--- config.mk ---
export PLATFORM = sky130hd
export DESIGN_NAME = ugbi_fifo
export DESIGN_NICKNAME = d
export VERILOG_FILES = /design/src/hdl/ugbi_fifo.sv
export SDC_FILE = /design/constraint.sdc
export NUM_CORES = 1
export LEC_CHECK = 0
export ABC_CLOCK_PERIOD_IN_PS = 2300
export BUFFER_PORTS_ARGS = -buffer_cell sky130_fd_sc_hd__buf_2
export CAP_MARGIN = 10
export CELL_PAD_IN_SITES_DETAIL_PLACEMENT = 1
export CELL_PAD_IN_SITES_GLOBAL_PLACEMENT = 2
export CORE_MARGIN = 1.5
export CORE_UTILIZATION = 35
export DETAILED_ROUTE_END_ITERATION = 6
export GPL_ROUTABILITY_DRIVEN = 1
export PLACE_DENSITY = 0.86
export SLEW_MARGIN = 20
export SYNTH_ARGS = -nofsm -noshare
export SYNTH_HDL_FRONTEND = slang
export SYNTH_SLANG_ARGS = --single-unit
--- constraint.sdc ---
create_clock -name clk_i -period 2.3 [get_ports clk_i]
set_clock_uncertainty 0.2 [all_clocks]
set_input_delay 0.115 -clock clk_i [delete_from_list [all_inputs] [get_ports clk_i]]
set_output_delay 0.115 -clock clk_i [all_outputs]
set_load 0.02 [all_outputs]
--- src/hdl/ugbi_fifo.sv ---
// Small register queue with push/full and pop/empty sides.
module ugbi_fifo #(
  parameter int WIDTH = 8,
  parameter int DEPTH = 2
) (
  input  logic             clk_i,
  input  logic             rst_ni,
  input  logic             push_i,
  input  logic [WIDTH-1:0] data_i,
  output logic             full_o,
  input  logic             pop_i,
  output logic [WIDTH-1:0] data_o,
  output logic             empty_o
);

  localparam int PW = (DEPTH > 1) ? $clog2(DEPTH) : 1;

  logic [WIDTH-1:0] mem_q [DEPTH];
  logic [PW-1:0]    wptr_q, rptr_q;
  logic [PW:0]      cnt_q;
  logic             do_pop;

  assign full_o  = (cnt_q == (PW+1)'(DEPTH));
  assign empty_o = (cnt_q == '0);
  assign data_o  = mem_q[rptr_q];
  assign do_pop  = pop_i && !empty_o;

  always_ff @(posedge clk_i) begin
    if (push_i) begin
      mem_q[wptr_q] <= data_i;
    end
  end

  always_ff @(posedge clk_i or negedge rst_ni) begin
    if (!rst_ni) begin
      wptr_q <= '0;
      rptr_q <= '0;
      cnt_q  <= '0;
    end else begin
      if (push_i) begin
        wptr_q <= (wptr_q == PW'(DEPTH - 1)) ? '0 : wptr_q + 1'b1;
      end
      if (do_pop) begin
        rptr_q <= (rptr_q == PW'(DEPTH - 1)) ? '0 : rptr_q + 1'b1;
      end
      cnt_q <= cnt_q + (PW+1)'(push_i) - (PW+1)'(do_pop);
    end
  end

endmodule

; ---- Word level (Yosys, flattened, before mapping)
; Memories as Yosys holds them, arrays and structs flattened.
; Cells that the tools add are included.
[word_totals]
out_inout_bits = 10
mem_bits_ro = 0
memories = 1
mem_bits_rw = 16
input_bits = 12
latch_bits = 0
register_bits = 4
[memory_table]
columns = memory, words, width, rd, rd_ports_with_merged_regs, wr, line_no
row1 = mem_q, 2, 8, 1, 0, 1, 18  ; logic [WIDTH-1:0] mem_q [DEPTH];
[op_classes]
n_addsub = 4
muxes = 4
eq_ne = 1
order_cmp = 0
mul = 0
n_reduce_logical = 3
div = 0
shifts = 0
n_bitwise = 0
[op_table]
columns = operator, n
row1 = $mux W1, 4
row2 = $add A1 B1 Y1 const B, 2
row3 = $add A2 B1 Y2, 1
row4 = $eq A2 B2 Y1 const B, 1
row5 = $logic_not A2 Y1, 1
row6 = $sub A2 B1 Y2, 1
row7 = $logic_and A1 B1 Y1, 1
row8 = $logic_not A1 Y1, 1

; ---- Longest topological paths before layout
[depth]
word_depth = 4
ltp_mapped = 6
mapped_depth_nobuf = 6

; ---- Least setup slack after synthesis
; No wires, ideal clock.
[synth_timing]
path_kind = reg-to-reg
from = reg cnt_q[1]
to = reg cnt_q[1]
path_buffers = 0
t_arrival_ns = 1.320
path_slack_ns = 0.657
stages_incl_launch_ff = 7
setup_time_ns = 0.123
cell_sequence = dfrtp_1 > o21a_2 > ha_1 > inv_1 > ha_1 > xnor2_1 > xnor2_1
[synth_via]
elab_chain_len = 4
elab_cells_between_ends = 5
[synth_rtl]
columns = element, line_no
row1 = from (decl), 20  ; logic [PW:0] cnt_q;
row2 = from (signal assigned), 46  ; cnt_q <= cnt_q + (PW+1)'(push_i) - (PW+1)'(do_pop);
row3 = $logic_not A2 Y1, 24  ; assign empty_o = (cnt_q == '0);
row4 = $logic_not A1 Y1, 26  ; assign do_pop = pop_i && !empty_o;
row5 = $logic_and A1 B1 Y1, 26
row6 = net do_pop, 21  ; logic do_pop;
row7 = $sub A2 B1 Y2, 46
; The timed path passes the listed nets, and every way through them passes these cells.
; A chain may end at the register's enable or synchronous reset.

; ---- Worst setup path after layout
[layout_timing]
from = reg rptr_q
to = out data_o[7]
[layout_via]
elab_chain_len = 1
[layout_rtl]
columns = element, line_no
row1 = from (decl), 19  ; logic [PW-1:0] wptr_q, rptr_q;
row2 = from (signal assigned), 44  ; rptr_q <= (rptr_q == PW'(DEPTH - 1)) ? '0 : rptr_q + 1'b1;
row3 = $mem_v2 Z2 W8, n/a
row4 = to (decl), 12  ; output logic [WIDTH-1:0] data_o,
; No other way between the ends.

==> summary.md <==
| Metric | Value |
|---|---|
| Run status | finished, final reports clean |
| Psw | roughly 0.41 mW |
| Fin crit share | between 70 and 80% |
| Die Width | a little over 50 um |
| Core Box Area | about 0.0022 mm^2 |
| Pint | roughly 0.9 mW |
| MaxCap Viol Count | 0 |
| Syn Std Cell Area | about 800 um^2 |
| Placed cell areas | approximately 950 um^2 |
| Layout cells sized above 1 | around 44% |
| Floorplan row count | 17 |
| Critical Path Sink Type | primary output |
| Vias in the first global route | 513 |
| DR vias/cell | around 4.3 |
| Post-route insts no fill | 107 |
| Post-CTS setup buffers | 0 |
| Die area | ~0.0026 mm^2 |
| Hold WC Path Type | reg -> reg |
| Setup violators final | 0 |
| Crit-path max FO | 9 |
| Seq/Total Area, Yosys | between 70% and 80% |
| Max Clock Freq | about 0.55 GHz |
| ANT nets after route | 0 |
| Flops & latches, synth | 20 |
| TNS Setup | 0 ns |
| Initial core utilization | a little under two fifths |
| RePlAce Congestion | roughly 0.65 |
| Routed len/inst | between 10 and 15 um |
| Post_cts resized | 0 |
| Area Overhead vs Synth | 38.1% |
| Number of diodes | 0 |
| Commonest non-fill, non-tap cell in the layout | buf_2 |
| Most frequent cells in the layout | 21 x buf_2, 16 x edfxtp_1, 12 x dlygate4sd3_1 |
| Sequential power share | between 40 and 50% |
| Worst setup path end | data_o[7] |
| Sink Count | 20 |
| Hold WS | a little under 0.3 ns |
| CTS clk-pin slew, worst paths | 0.11 ns |
| Final design utilization | 51.1% |
| Synth Warn # | 0 |
| I/O Buffers | 21 |
| Critical path origin | rptr_q |
| Syn_area_per_cell | between 15 and 20 um^2 |
| Initial antenna violation count | 0 |
| Vias | around 460 |
| Final Critical Period | roughly 1.8 ns |
| Type of origin of the critical path | flop |
| Mapped Cells | 42 |
| Die span in y | 51.1 um |
| Power Total | about 1.3 mW |
| Pin count of the biggest net entering global routing | 13 |
| Worst endpoint required time | 1.99 ns |
| Number of DRC markers in iteration 0 | 11 |
| Detailed placement HPWL | 832 um |
| Worst VDD drop | 0.598 mV |
| Final Max Tran Viols | 0 |
| GRT Util Overall | a little under an eighth |
| # hold bufs at CTS | 12 |
| Clock Tree Buf Depth | 2 |
| Netlist cell types | 12 |
| Reg-to-reg slack, setup | between 0.5 and 0.6 ns |
| Final net count | 94 |
| CTS tree | built |
| Dpl cells | 91 |
| Root Buffer | clkbuf_4 |
| Final std cell area, no fill | ~0.0011 mm^2 |
| First drt pass iteration count | 4 |
| Pwr per Cell Area | ~1200 mW/mm^2 |
| I/O pin cnt | 22 |
| Drt drc | 0 |
| Worst-Skew Late Latency | just under 0.3 ns |
| WS Path Type | reg -> out |
| Num CTS Buffers | 3 |
| Worst Max-Slew Pin Slew | 0.551 ns |
| Relative slew slack | a little over three fifths |
| Clock power frac | roughly a fifth |
| First-pass GRT wire length | 2070 um |
| Setup ws final | 0.484 ns |
| Placement Setup Slack | just under 0.6 ns |
| Gate power share | 35.0% |
| WP data arrival | about 1.5 ns |
| Sw frac | between 30 and 40% |
| RSZ-0062 raised after global routing | no |
| Reg-to-reg endpoint | cnt_q[1] |
| R2R cell count | 6 |
| Total Wirelength | ~1300 um |
| Syn_nets | 56 |
| Hold Vio Cnt, Final | 0 |
| Gr ovfl total | 0 |
| Critical R2R Launch | cnt_q[1] |
| Static leakage | 0.481 nW |
| H-tree depth | 1 |
[worst min path at each step]
stage          cells past startpoint  slack (ns)    from       end
2_1_floorplan                      0       -0.38  rst_ni  cnt_q[0]
5_1_grt                            1        0.32  wptr_q    wptr_q
6_report                           1        0.29  wptr_q    wptr_q
4_1_cts                            1        0.29  wptr_q    wptr_q
3_3_place_gp                       1       -0.27  rst_ni    wptr_q
3_5_place_dp                       1       -0.27  rst_ni    wptr_q
[layer usage]
metal,up-vias,track usage (%),share of wire (%)
met5,-,0,0
met4,0,4.05,0
met3,0,3.51,5.0
met2,15,20.6,52
met1,223,12.6,43
li1,225,-,-
[registers in the layout (all words and copies together), names as in the netlist]
name / count
mem_q: 16
wptr_q: 1
cnt_q: 2
rptr_q: 1
[power groups by stage]
stage / combinational, mW / sequential (mW) / clock, mW
after floorplan: 0.386 / 0.535 / 0
after global placement: 0.442 / 0.580 / 0
after detailed placement: 0.455 / 0.586 / 0
after CTS: 0.471 / 0.577 / 0.287
after global routing: 0.499 / 0.594 / 0.298
final: 0.461 / 0.576 / 0.279
[worst max-delay path, cell delays in order (launching register included)]
cell and delay (ns):
dfrtp_1 0.70, mux2_4 0.34, buf_2 0.16
[cells in the mapped netlist (all sizes together)]
cell     n  area share, %
xor2     2            2.2
mux2     8             15
xnor2    2            2.2
ha       2            3.1
o21a     1            1.1
nor2     1           0.46
and2     1           0.77
inv      2           0.93
edfxtp  16             59
dfrtp    4             12
buf      1            1.4
nor2b    2            1.5
[cell type report]
| class | instances | area, um^2 |
|---|---|---|
| Multi-Input combinational cell | 19 | 211 |
| Timing Repair Buffer | 34 | 233 |
| Fill cell | 214 | 1070 |
| Clock inverter | 1 | 30.0 |
| Tap cell | 28 | 35.0 |
| Clock buffer | 3 | 22.5 |
| Sequential cell | 20 | 581 |
| Inverter | 2 | 7.51 |
[cells by family after synthesis]
kind of cell,count (synthesis),synth area share [%]
flip-flops,20,71.6
multiplexers,8,14.8
XOR/XNOR,4,4.32
AND/OR/NAND/NOR,4,2.78
buffers and inverters,3,2.32
adder cells (fa/ha/maj),2,3.09
AO/OA/AOI/OAI,1,1.08
(Power assumes the default switching activity.)
